[src/hw/rtl/ps2mct_pkg.sv]
package ps2mct_pkg;

    localparam int COORD_BITS     = 12;
    localparam int RES_BITS       = 13;
    localparam int OUT_COORD_BITS = 12;
    localparam int BYTE_BITS      = 8;
    localparam int DELTA_BITS     = BYTE_BITS + 1;
    // position + delta always fits in two more bits, signed
    localparam int SUM_BITS       = COORD_BITS + 2;
    localparam int LIM_BITS       = ((RES_BITS > COORD_BITS) ? RES_BITS : COORD_BITS) + 1;
    localparam int CFG_INDEX_BITS = 2;

    localparam logic [CFG_INDEX_BITS-1:0] CFG_X_RES = CFG_INDEX_BITS'(0);
    localparam logic [CFG_INDEX_BITS-1:0] CFG_Y_RES = CFG_INDEX_BITS'(1);

    localparam logic [RES_BITS-1:0] X_RES_RESET = RES_BITS'(1024);
    localparam logic [RES_BITS-1:0] Y_RES_RESET = RES_BITS'(768);

    // header byte bit positions
    localparam int HDR_LEFT   = 0;
    localparam int HDR_RIGHT  = 1;
    localparam int HDR_MIDDLE = 2;
    localparam int HDR_START  = 3;
    localparam int HDR_X_SIGN = 4;
    localparam int HDR_Y_SIGN = 5;
    localparam int HDR_X_OVF  = 6;
    localparam int HDR_Y_OVF  = 7;

    typedef enum logic [1:0] {
        POS_HEAD   = 2'd0,
        POS_X_MOVE = 2'd1,
        POS_Y_MOVE = 2'd2
    } byte_pos_t;

    // largest legal coordinate for a resolution; zero stays zero, saturates at the coord range
    function automatic logic [COORD_BITS-1:0] limit_of(input logic [RES_BITS-1:0] res);
        logic [LIM_BITS-1:0] res_m1;
        logic [LIM_BITS-1:0] cap;
        res_m1 = LIM_BITS'(res) - LIM_BITS'(1);
        cap    = LIM_BITS'({COORD_BITS{1'b1}});
        if (res == '0)
            limit_of = '0;
        else if (res_m1 > cap)
            limit_of = '1;
        else
            limit_of = res_m1[COORD_BITS-1:0];
    endfunction

    function automatic logic [COORD_BITS-1:0] clamp_coord(
        input logic signed [SUM_BITS-1:0] v,
        input logic        [COORD_BITS-1:0] lim
    );
        if (v[SUM_BITS-1])
            clamp_coord = '0;
        else if ($unsigned(v) > SUM_BITS'(lim))
            clamp_coord = lim;
        else
            clamp_coord = v[COORD_BITS-1:0];
    endfunction

endpackage

[src/hw/rtl/ps2_mouse_packet_cursor_tracker_top.sv]
// A result becomes valid in the cycle after the transfer of a packet's third byte.
// Throughput: one byte per cycle; the result register holds a packet until taken,
// and in_ready drops only when a third byte would land on a result not yet taken.
// Reset (rst_n, async, active low): byte position and cursor go to zero, resolutions
// to 1024 x 768, no result pending.
module ps2_mouse_packet_cursor_tracker_top
    import ps2mct_pkg::*;
(
    input  logic                          clk,
    input  logic                          rst_n,

    input  logic                          cfg_we,
    input  logic [CFG_INDEX_BITS-1:0]     cfg_index,
    input  logic [RES_BITS-1:0]           cfg_data,

    input  logic                          in_valid,
    output logic                          in_ready,
    input  logic [BYTE_BITS-1:0]          data_byte,

    output logic                          out_valid,
    input  logic                          out_ready,
    output logic                          left_button,
    output logic                          right_button,
    output logic                          middle_button,
    output logic                          x_overflow,
    output logic                          y_overflow,
    output logic signed [DELTA_BITS-1:0]  delta_x,
    output logic signed [DELTA_BITS-1:0]  delta_y,
    output logic [OUT_COORD_BITS-1:0]     cursor_x,
    output logic [OUT_COORD_BITS-1:0]     cursor_y
);

    logic [RES_BITS-1:0]   x_res_reg;
    logic [RES_BITS-1:0]   y_res_reg;

    byte_pos_t             pos_reg, pos_next;
    logic [BYTE_BITS-1:0]  header_reg, header_next;
    logic [BYTE_BITS-1:0]  x_move_reg, x_move_next;
    logic [COORD_BITS-1:0] pos_x_reg, pos_x_next;
    logic [COORD_BITS-1:0] pos_y_reg, pos_y_next;

    logic                  out_valid_reg, out_valid_next;
    logic [BYTE_BITS-1:0]  res_header_reg;
    logic signed [DELTA_BITS-1:0] res_dx_reg;
    logic signed [DELTA_BITS-1:0] res_dy_reg;

    logic                  in_xfer;
    logic                  emit;
    logic signed [DELTA_BITS-1:0] dx;
    logic signed [DELTA_BITS-1:0] dy;
    logic signed [SUM_BITS-1:0]   sum_x;
    logic signed [SUM_BITS-1:0]   sum_y;

    // configuration
    always_ff @(posedge clk or negedge rst_n)
    begin
        if (!rst_n)
        begin
            x_res_reg <= X_RES_RESET;
            y_res_reg <= Y_RES_RESET;
        end
        else if (cfg_we)
        begin
            unique case (cfg_index)
                CFG_X_RES: x_res_reg <= cfg_data;
                CFG_Y_RES: y_res_reg <= cfg_data;
                default:   ;
            endcase
        end
    end

    // only a third byte produces a result, so only it waits for the output side
    assign in_ready = (pos_reg != POS_Y_MOVE) || !out_valid_reg || out_ready;
    assign in_xfer  = in_valid && in_ready;

    assign dx    = {header_reg[HDR_X_SIGN], x_move_reg};
    assign dy    = {header_reg[HDR_Y_SIGN], data_byte};
    assign sum_x = $signed({2'b00, pos_x_reg}) + SUM_BITS'(dx);
    assign sum_y = $signed({2'b00, pos_y_reg}) - SUM_BITS'(dy);

    always_comb
    begin
        pos_next    = pos_reg;
        header_next = header_reg;
        x_move_next = x_move_reg;
        pos_x_next  = pos_x_reg;
        pos_y_next  = pos_y_reg;
        emit        = 1'b0;
        if (in_xfer)
        begin
            unique case (pos_reg)
                POS_X_MOVE:
                begin
                    x_move_next = data_byte;
                    pos_next    = POS_Y_MOVE;
                end
                POS_Y_MOVE:
                begin
                    pos_x_next = clamp_coord(sum_x, limit_of(x_res_reg));
                    pos_y_next = clamp_coord(sum_y, limit_of(y_res_reg));
                    pos_next   = POS_HEAD;
                    emit       = 1'b1;
                end
                default:
                begin
                    // waiting for a header: drop bytes without the start bit
                    if (data_byte[HDR_START])
                    begin
                        header_next = data_byte;
                        pos_next    = POS_X_MOVE;
                    end
                    else
                        pos_next = POS_HEAD;
                end
            endcase
        end
    end

    assign out_valid_next = emit ? 1'b1 : (out_ready ? 1'b0 : out_valid_reg);

    always_ff @(posedge clk or negedge rst_n)
    begin
        if (!rst_n)
        begin
            pos_reg       <= POS_HEAD;
            pos_x_reg     <= '0;
            pos_y_reg     <= '0;
            out_valid_reg <= 1'b0;
        end
        else
        begin
            pos_reg       <= pos_next;
            pos_x_reg     <= pos_x_next;
            pos_y_reg     <= pos_y_next;
            out_valid_reg <= out_valid_next;
        end
    end

    always_ff @(posedge clk)
    begin
        header_reg <= header_next;
        x_move_reg <= x_move_next;
        if (emit)
        begin
            res_header_reg <= header_reg;
            res_dx_reg     <= dx;
            res_dy_reg     <= dy;
        end
    end

    assign out_valid     = out_valid_reg;
    assign left_button   = res_header_reg[HDR_LEFT];
    assign right_button  = res_header_reg[HDR_RIGHT];
    assign middle_button = res_header_reg[HDR_MIDDLE];
    assign x_overflow    = res_header_reg[HDR_X_OVF];
    assign y_overflow    = res_header_reg[HDR_Y_OVF];
    assign delta_x       = res_dx_reg;
    assign delta_y       = res_dy_reg;
    // cursor registers hold the last packet's position until the next third byte
    assign cursor_x      = OUT_COORD_BITS'(pos_x_reg);
    assign cursor_y      = OUT_COORD_BITS'(pos_y_reg);

endmodule

[config.mk]
export PLATFORM = sky130hd
export DESIGN_NAME = ps2_mouse_packet_cursor_tracker_top
export DESIGN_NICKNAME = d
export VERILOG_FILES = /design/src/hw/rtl/ps2mct_pkg.sv /design/src/hw/rtl/ps2_mouse_packet_cursor_tracker_top.sv
export SDC_FILE = /design/constraint.sdc
export NUM_CORES = 1
export LEC_CHECK = 0
export ABC_AREA = 1
export BUFFER_PORTS_ARGS = -buffer_cell sky130_fd_sc_hd__buf_2
export CORE_MARGIN = 10
export CORE_UTILIZATION = 44
export DETAILED_ROUTE_END_ITERATION = 10
export PLACE_DENSITY = 0.75
export RECOVER_POWER = 25
export SETUP_SLACK_MARGIN = 0.15
export SLEW_MARGIN = 5
export SYNTH_ARGS = -nofsm -noshare
export SYNTH_HDL_FRONTEND = slang
export SYNTH_SLANG_ARGS = --single-unit
[constraint.sdc]
create_clock -name clk -period 4.56 [get_ports clk]
set_clock_uncertainty 0.1 [all_clocks]
set_input_delay 0.228 -clock clk [delete_from_list [all_inputs] [get_ports clk]]
set_output_delay 0.228 -clock clk [all_outputs]
set_load 0.01 [all_outputs]
==> flow_metrics.env, run 1 <==
export IMPL_synth_cell_types=34
export IMPL_cts_root_buf="clkbuf_16"
export IMPL_htreeDepth=3
export IMPL_dp_hpwl_microns=11100
export IMPL_reg2reg_from="x_res_reg[0]"
export IMPL_fin_crit_sh=0.830
export IMPL_wl_per_cell_microns=13.8
export IMPL_core_area_sq_um=13800
export IMPL_fin_crit_ns=3.78
export IMPL_pin_count=77
export IMPL_tightest_slew_ns=3.00
export IMPL_grt_pass1_vias=4955
export IMPL_async_flop_share=0.582
export IMPL_ctsResizeCount=0
export IMPL_whs_ns=0.0387
export IMPL_areaGrowthSynthToFinish_pct=13.9
export IMPL_die_w_microns=138
export IMPL_finalHoldViolCount=0
export IMPL_antenna_left=0
export IMPL_leakage_nw=3.66
export IMPL_vdd_ir_drop_max_v=0.000209
export IMPL_preCtsSetupSlack_ns=0.773
export IMPL_numCtsBuffers=9
export IMPL_vias=5019
export IMPL_synth_edf_count=38
export IMPL_yosysWarnings=0
export IMPL_final_common_cell="nand2_1"
export IMPL_yosysSeqAreaShare=0.403
export IMPL_vias_per_cell=4.91
export IMPL_initial_core_util=0.445
export IMPL_antenna_found_initial=0
export IMPL_worst_slack_ns=0.777
export IMPL_final_setup_tns_ns=0
export IMPL_clkTransAtPathRegs_ns=0.07
export IMPL_min_to="y_res_reg[8]"
export IMPL_drc=0
export IMPL_clock_path_buffers=2
export IMPL_diodes=0
export IMPL_clock_fmax_mhz=264
export IMPL_utilization=0.507
export IMPL_die_area_sq_um=19100
export IMPL_ff2ff_setup_slack_ns=0.78
export IMPL_p_per_area_nw_per_um2=584
export IMPL_ys_ff_latch=91
export IMPL_totalPowerFinal_mw=4.08
export IMPL_drive_above_1_share=0.139
export IMPL_relSlewSlack=-1.00
export IMPL_grt_setup_unrepaired="no"
export IMPL_reg2reg_to="cursor_x[5]"
export IMPL_drv_slew=54
export IMPL_critPathKind="register to register"
export IMPL_syn_inst=761
export IMPL_clock_latency_ns=0.36
export IMPL_place_congestion=0.882
export IMPL_reg2reg_depth=19
export IMPL_finalWirelength_microns=14100
export IMPL_cts_tree="built"
export IMPL_placed_area_sq_um=6660
export IMPL_required_ns=4.70
export IMPL_start_kind="register"
export IMPL_worstPathMaxFanout=13
export IMPL_numClockSinks=91
export IMPL_violations="capacitance limit, slew limit"
export IMPL_final_cell_mix="192 x nand2_1, 118 x inv_1, 70 x nand3_1"
export IMPL_fin_cells=1023
export IMPL_hp_start="cfg_data[8]"
export IMPL_status="finished, violations left"
export IMPL_cp_arrival_ns=3.92
export IMPL_grt_pass1_wl_microns=24100
export IMPL_synth_avg_cell_area_sq_um=8.06
export IMPL_overflow=0
export IMPL_cp_end_kind="register"
export IMPL_min_path_type="input pin to register"
export IMPL_first_pass_iters=4
export IMPL_rows=43
export IMPL_synth_area_sq_um=6130
export IMPL_synth_ff_type="dfrtp_1"
export IMPL_dp_cells=1003
export IMPL_whs_path_depth=3
export IMPL_first_iter_violations=265
export IMPL_final_area_sq_um=6990
export IMPL_synth_nets=845
export IMPL_grt_total_usage=0.149
export IMPL_die_h_microns=138
export IMPL_grt_start_max_net_pins=54
export IMPL_setup_viol=0
export IMPL_nNetsFinal=922
export IMPL_maxCapViolCount=1
export IMPL_portBuffers=76
## per-layer routing
layer | up-vias | track usage | part of all wire | wire length (microns)
li1 | 2623 | - | - | -
met2 | 96 | 0.237 | 0.45 | 6310
met1 | 2286 | 0.198 | 0.49 | 6950
met3 | 14 | 0.0301 | 0.042 | 589
met5 | - | 0 | 0 | 0
met4 | 0 | 0.0483 | 0.015 | 216
## cells in the mapped netlist, types with 6 or more instances
master | instances | share of area
nand3_2 | 10 | 0.016
nand2_2 | 8 | 0.0082
inv_1 | 118 | 0.072
dfrtp_1 | 50 | 0.20
a21oi_1 | 31 | 0.025
inv_2 | 6 | 0.0037
xor2_1 | 33 | 0.047
o21ai_0 | 43 | 0.035
edfxtp_1 | 38 | 0.19
o21bai_1 | 11 | 0.013
clkbuf_1 | 7 | 0.0043
o21ai_1 | 10 | 0.0082
ha_1 | 54 | 0.11
nand3_1 | 70 | 0.057
nor2_1 | 33 | 0.020
nand2_1 | 192 | 0.12
xnor2_1 | 7 | 0.010
## worst max-delay path by stage
stage            startpoint           end  slack (ns)  depth (start not counted)
3_5_place_dp   x_res_reg[0]   cursor_x[5]        0.77                         19
6_report       x_res_reg[0]   cursor_x[5]        0.78                         19
4_1_cts        x_res_reg[0]   cursor_x[5]        0.76                         19
2_1_floorplan  y_res_reg[0]  cursor_y[10]        1.59                         21
5_1_grt        x_res_reg[0]  cursor_x[10]        0.29                         19
3_3_place_gp   x_res_reg[0]   cursor_x[5]        0.79                         19
## worst max-delay path: stages (launching register included)
cell      delay (ns)
dfrtp_1         0.39
inv_1           0.08
ha_1            0.20
nand3_2         0.10
inv_2           0.06
nand2_2         0.07
nor3_4          0.16
nand3b_1        0.30
nand3_1         0.42
o21ai_1         0.15
ha_1            0.33
nand2_1         0.07
inv_1           0.05
nand3_1         0.08
nor3_1          0.14
nand3_1         0.38
nand2_2         0.37
nand2_1         0.08
nand3_1         0.09
nand2_1         0.06
## power by group
part / switching (mW) / internal, mW / total, mW
registers: 0.157 / 1.03 / 1.19
logic: 1.33 / 0.804 / 2.14
clock network: 0.363 / 0.389 / 0.751
total: 1.85 / 2.23 / 4.08
## cell type report
type	count	area, sq um
Clock buffer	9	225
Clock inverter	7	78.8
Fill cell	1355	6790
Inverter	125	469
Multi-Input combinational cell	528	3090
Sequential cell	91	2470
Tap cell	180	225
Timing Repair Buffer	83	424
## cells by family (layout without fill, tap and decap cells)
group                    Yosys count  in the layout  synth area share
flip-flops                        91             91             0.403
AO/OA/AOI/OAI                     98             98            0.0871
buffers and inverters            142            224            0.0926
AND/OR/NAND/NOR                  334            334             0.244
adder cells (fa/ha/maj)           56             56             0.117
XOR/XNOR                          40             40            0.0571
## repair_timing
| action | CTS | global route |
|---|---|---|
| setup endpoints to repair | 0 | 0 |
| setup buffers | 0 | 0 |
| hold endpoints to repair | 59 | 0 |
| hold buffers | 4 | 0 |
(Power assumes the default switching activity.)
==> inputs of run 2 (changes only) <==
Clock period 4.56 ns to 3.57 ns, I/O delays scaled along.
==> flow_metrics.env, run 2 (synthesis gave the netlist of run 1 again) <==
export IMPL_numCtsBuffers=9
export IMPL_regArea_sq_um=2470
export IMPL_grt_start_max_net_pins=46
export IMPL_die_h_microns=138
export IMPL_wl_per_cell_microns=14.3
export IMPL_dp_cells=1012
export IMPL_overflow=0
export IMPL_fin_crit_ns=3.33
export IMPL_fillerInstances=1287
export IMPL_utilization=0.543
export IMPL_vias_per_cell=4.95
export IMPL_cts_tree="built"
export IMPL_start_kind="input pin"
export IMPL_rows=43
export IMPL_crit_family="simple AND/OR/NAND/NOR gates"
export IMPL_multiInputGateArea_sq_um=3320
export IMPL_leakage_nw=3.83
export IMPL_drive_above_1_share=0.197
export IMPL_hp_start="cfg_data[11]"
export IMPL_nNetsFinal=952
export IMPL_crit_buf_inv=4
export IMPL_finalHoldViolCount=0
export IMPL_reg2reg_depth=18
export IMPL_grt_setup_unrepaired="no"
export IMPL_die_w_microns=138
export IMPL_first_pass_iters=5
export IMPL_cp_arrival_ns=3.48
export IMPL_whs_path_depth=3
export IMPL_fin_cells=1053
export IMPL_numClockSinks=91
export IMPL_vias=5217
export IMPL_portBuffers=76
export IMPL_crit_chain="dlygate4sd3_1, clkbuf_1, ha_2, fa_2, nand3b_1, nand2_2, a21oi_2, o21bai_1, xor2_1, inv_1, ha_1, nand2_1, nor2_2, nand3_2, nand3_4, buf_6, nand3_1, nand3_1, nand2_1"
export IMPL_core_area_sq_um=13800
export IMPL_antenna_left=0
export IMPL_final_setup_tns_ns=0
export IMPL_drv_slew=0
export IMPL_cts_root_buf="clkbuf_16"
export IMPL_die_area_sq_um=19100
export IMPL_relSlewSlack=0.299
export IMPL_reg2reg_from="cursor_y[4]"
export IMPL_final_cell_mix="189 x nand2_1, 116 x inv_1, 65 x nand3_1"
export IMPL_whs_ns=0.00259
export IMPL_critPathMaxStageDelay_ns=0.53
export IMPL_grt_pass1_wl_microns=24500
export IMPL_worstPathMaxFanout=6
export IMPL_cpMaxStageDelayCell="dlygate4sd3_1"
export IMPL_clock_path_buffers=2
export IMPL_final_area_sq_um=7480
export IMPL_htreeDepth=3
export IMPL_final_common_cell="nand2_1"
export IMPL_ff2ff_setup_slack_ns=0.34
export IMPL_setup_viol=0
export IMPL_drc=0
export IMPL_diodes=0
export IMPL_place_congestion=0.896
export IMPL_p_per_area_nw_per_um2=743
export IMPL_clkTransAtPathRegs_ns=0.07
export IMPL_dp_hpwl_microns=11200
export IMPL_grt_total_usage=0.151
export IMPL_first_iter_violations=425
export IMPL_critPathKind="input pin to register"
export IMPL_fin_crit_sh=0.933
export IMPL_grt_pass1_vias=4961
export IMPL_initial_core_util=0.445
export IMPL_finalWirelength_microns=15000
export IMPL_clock_latency_ns=0.36
export IMPL_clock_fmax_mhz=300
export IMPL_cp_end_kind="register"
export IMPL_pin_count=77
export IMPL_antenna_found_initial=0
export IMPL_maxCapViolCount=0
export IMPL_required_ns=3.72
export IMPL_tightest_slew_ns=1.05
export IMPL_areaGrowthSynthToFinish_pct=22.0
export IMPL_reg2reg_to="cursor_y[4]"
export IMPL_placed_area_sq_um=6730
export IMPL_status="completed"
export IMPL_vdd_ir_drop_max_v=0.000304
export IMPL_min_path_type="input pin to register"
export IMPL_min_to="y_res_reg[11]"
==> run 2: cell types whose count changed in the layout (fill, tap and decap cells not counted), moves of 4 or more <==
cell	change
ha_1	-5
nand3_4	+4
dlygate4sd3_1	+10
a21oi_1	-5
buf_6	+4
nor2_1	-4
buf_4	+16
nand3_1	-5
ha_4	+4
==> run 2: power breakdown <==
part           total, mW  internal (mW)  switching (mW)
registers           1.52           1.32           0.205
logic               3.06           1.20            1.86
clock network      0.977          0.501           0.476
==> run 2: cell type report <==
type / instances / share of cell area
Inverter: 125 / 0.0627
Sequential cell: 91 / 0.330
Timing Repair Buffer: 112 / 0.0921
Tap cell: 180 / 0.0301
Clock buffer: 9 / 0.0301
Clock inverter: 7 / 0.0109
Multi-Input combinational cell: 529 / 0.444
==> run 2: per-layer routing <==
layer | wire length (microns) | global-route usage | part of all wire | vias up
met5 | 0 | 0 | 0 | -
met4 | 303 | 0.0511 | 0.020 | 0
met3 | 896 | 0.0301 | 0.060 | 22
met2 | 6900 | 0.243 | 0.46 | 148
met1 | 6920 | 0.199 | 0.46 | 2371
li1 | - | - | - | 2676
==> run 2: what timing repair did <==
action	4_1_cts	5_1_grt
setup buffers	0	9
gates cloned	0	2
hold buffers	14	0
setup endpoints to repair	5	24
resized for setup	1	57
pin swaps	0	18
endpoints found under the hold margin	70	0
==> run 2: worst reg2reg max path, stage by stage, from the launching register on <==
cell	delay (ns)
dfrtp_1	0.46
ha_4	0.34
nand2_1	0.06
inv_1	0.08
nand3_2	0.11
nand2_2	0.17
inv_1	0.07
o21bai_1	0.20
xor2_1	0.27
inv_1	0.07
ha_1	0.32
nand2_1	0.10
nor3_2	0.21
nand3_2	0.10
buf_4	0.17
nand2_4	0.10
nand2_1	0.07
nand3_1	0.08
nand2_1	0.06
==> run 2: worst max path at each step <==
stage / start / end / slack (ns) / cells past startpoint
2_1_floorplan: y_res_reg[0] / cursor_y[10] / 0.60 / 21
6_report: data_byte[0] / cursor_y[1] / 0.24 / 19
5_1_grt: data_byte[3] / cursor_y[1] / 0.03 / 21
3_3_place_gp: y_res_reg[0] / cursor_y[8] / 0.30 / 21
4_1_cts: data_byte[0] / cursor_y[1] / 0.21 / 19
3_5_place_dp: y_res_reg[0] / cursor_y[9] / 0.16 / 21
==> run 2: metrics by stage <==
stage | power, mW | setup slack (ns)
floorplan | 3.60 | 0.603
global placement | 4.23 | 0.300
detailed placement | 4.29 | 0.164
CTS | 5.29 | 0.209
global route | 6.10 | 0.0316
finish | 5.56 | 0.239
==> inputs of run 3 (changes only) <==
Settings changed: ABC_AREA 1 to default, PLACE_DENSITY 0.75 to 0.76.
==> flow_metrics.env, run 3 <==
export IMPL_status="finished, violations left"
export IMPL_violations="setup timing"
export IMPL_grt_pass1_wl_microns=27400
export IMPL_async_flop_share=0.582
export IMPL_fin_crit_ns=4.04
export IMPL_fin_crit_sh=1.13
export IMPL_setup_worst_path_start="x_move_reg[0]"
export IMPL_cp_arrival_ns=4.19
export IMPL_dp_hpwl_microns=12900
export IMPL_vdd_ir_drop_max_v=0.000329
export IMPL_numClockSinks=91
export IMPL_required_ns=3.71
export IMPL_rows=41
export IMPL_clock_latency_ns=0.36
export IMPL_switching_share=0.415
export IMPL_final_common_cell="buf_4"
export IMPL_vias_per_cell=5.54
export IMPL_preCtsSetupSlack_ns=-0.639
export IMPL_htreeDepth=3
export IMPL_first_pass_iters=5
export IMPL_synth_most_common_cell="ha_1"
export IMPL_grt_start_max_net_pins=33
export IMPL_fin_cells=983
export IMPL_synth_avg_cell_area_sq_um=10.4
export IMPL_drc=0
export IMPL_dp_cells=942
export IMPL_initial_core_util=0.456
export IMPL_cts_tree="built"
export IMPL_maxCapViolCount=0
export IMPL_p_per_area_nw_per_um2=803
export IMPL_final_area_sq_um=8310
export IMPL_numCtsBuffers=9
export IMPL_ys_ff_latch=91
export IMPL_relSlewSlack=0.143
export IMPL_p_seq_frac=0.227
export IMPL_grt_total_usage=0.185
export IMPL_setup_viol=24
export IMPL_synth_nets=642
export IMPL_clock_fmax_mhz=247
export IMPL_synth_cell_types=69
export IMPL_portBuffers=76
export IMPL_yosys_area_top_type_share=0.215
export IMPL_diodes=0
export IMPL_comb_power_share=0.633
export IMPL_tightest_slew_ns=1.28
export IMPL_min_path_type="input pin to register"
export IMPL_hp_start="cfg_data[10]"
export IMPL_final_setup_tns_ns=-8.87
export IMPL_start_kind="register"
export IMPL_first_iter_violations=347
export IMPL_synth_area_sq_um=5830
export IMPL_power_switching_mw=2.77
export IMPL_die_h_microns=135
export IMPL_leakage_nw=3.85
export IMPL_clkPwrFrac=0.140
export IMPL_pin_count=77
export IMPL_wl_per_cell_microns=17.5
export IMPL_worstPathMaxFanout=4
export IMPL_yosys_top_cells_count="54 x ha_1, 50 x dfrtp_1, 38 x edfxtp_1, 38 x nand2_1, 35 x inv_1"
export IMPL_cts_root_buf="clkbuf_16"
export IMPL_die_w_microns=135
export IMPL_clock_path_buffers=2
export IMPL_placed_area_sq_um=7550
export IMPL_fillerInstances=934
export IMPL_die_area_sq_um=18300
export IMPL_core_area_sq_um=12800
export IMPL_drv_slew=0
export IMPL_reg2reg_from="x_move_reg[0]"
export IMPL_yosys_area_top_type="dfrtp_1"
export IMPL_utilization=0.650
export IMPL_clkTransAtPathRegs_ns=0.07
export IMPL_grt_pass1_vias=5598
export IMPL_final_cell_mix="149 x buf_4, 69 x buf_2, 50 x ha_1, 50 x dfrtp_1, 38 x edfxtp_1"
export IMPL_antenna_left=0
export IMPL_syn_inst=558
export IMPL_worst_slack_ns=-0.475
export IMPL_vias=5443
export IMPL_grt_setup_unrepaired="yes"
export IMPL_yosysWarnings=0
export IMPL_synth_edf_count=38
export IMPL_synthTopCellsByArea="dfrtp_1 21%, edfxtp_1 20%, ha_1 12%"
export IMPL_place_congestion=0.983
export IMPL_drive_above_1_share=0.411
export IMPL_finalHoldViolCount=0
export IMPL_areaGrowthSynthToFinish_pct=42.5
export IMPL_antenna_found_initial=0
export IMPL_nNetsFinal=890
export IMPL_synth_ff_type="dfrtp_1"
export IMPL_finalWirelength_microns=17200
export IMPL_critPathKind="register to register"
export IMPL_yosysSeqAreaShare=0.424
export IMPL_cp_end_kind="register"
export IMPL_overflow=0
export IMPL_p_int_mw=3.90
-- run 3: stage by stage --
stage                     hold slack, ns  total power [mW]
after floorplan                   -0.217              3.73
after global placement            0.0698              5.00
after detailed placement          0.0748              5.19
after CTS                        0.00676              6.40
after global routing             0.00991              7.08
final                            0.00766              6.67
-- run 3: worst paths after layout --
path | endpoint | cells after the start | slack (ns)
min | y_res_reg[10] | 2 | 0.008
min reg2reg | res_header_reg[2] | 0 | 0.32
max in group asynchronous | x_res_reg[10] | 3 | 1.69
min in group asynchronous | cursor_x[2] | 2 | 0.52
max reg2reg | cursor_x[8] | 18 | -0.47
max | cursor_x[8] | 18 | -0.47
-- run 3: cell type report --
type | count | area (sq um) | area share
multi-input cells | 418 | 3500 | 0.421
repair buffers | 250 | 1700 | 0.205
flip-flops and latches | 91 | 2470 | 0.298
inverters | 36 | 135 | 0.0163
clock inverters | 5 | 43.8 | 0.00527
well taps | 172 | 215 | 0.0259
clock buffers | 11 | 243 | 0.0292
-- run 3: cells by family (layout without fill, tap and decap cells) --
logic type | after synthesis | count (layout) | synth area share
compound gates | 141 | 141 | 0.168
xor+xnor | 38 | 38 | 0.0571
fa+ha+maj | 56 | 56 | 0.123
buf+inv | 49 | 302 | 0.0358
flops | 91 | 91 | 0.424
mux | 32 | 32 | 0.0603
simple gates | 151 | 151 | 0.132
-- run 3: timing repair --
| item | 4_1_cts | 5_1_grt |
|---|---|---|
| buffers inserted | 6 | 4 |
| cloned | 1 | 0 |
| hold endpoints to repair | 45 | 0 |
| hold buffers | 14 | 0 |
| endpoints found under the setup margin | 24 | 24 |
| pin swaps | 23 | 12 |
| resized for setup | 25 | 28 |
-- run 3: critical path, cell delays in order, from the launching register on --
cell,delay (ns)
edfxtp_1,0.42
ha_2,0.21
fa_2,0.35
a21o_1,0.17
a21oi_2,0.16
o21ai_2,0.08
a31o_2,0.22
a21o_1,0.17
a21oi_2,0.16
xnor2_2,0.15
ha_1,0.28
nand4_1,0.08
nor2_1,0.05
a21boi_0,0.12
o31a_1,0.29
or3_4,0.39
nand3b_1,0.11
a21bo_2,0.22
a22o_1,0.19
-- run 3: per-layer routing --
layer | track usage | up-vias | part of all wire
li1 | - | 2578 | -
met4 | 0.0742 | 0 | 0.024
met5 | 0 | - | 0
met1 | 0.221 | 2635 | 0.42
met3 | 0.0389 | 37 | 0.063
met2 | 0.316 | 193 | 0.49
-- run 3: power by group through the flow --
stage	Combinational, mW	Sequential (mW)	Clock, mW
6_report	4.22	1.51	0.935
5_1_grt	4.56	1.54	0.986
4_1_cts	3.96	1.50	0.949
3_5_place_dp	3.67	1.51	0
3_3_place_gp	3.50	1.50	0
2_1_floorplan	2.14	1.59	0
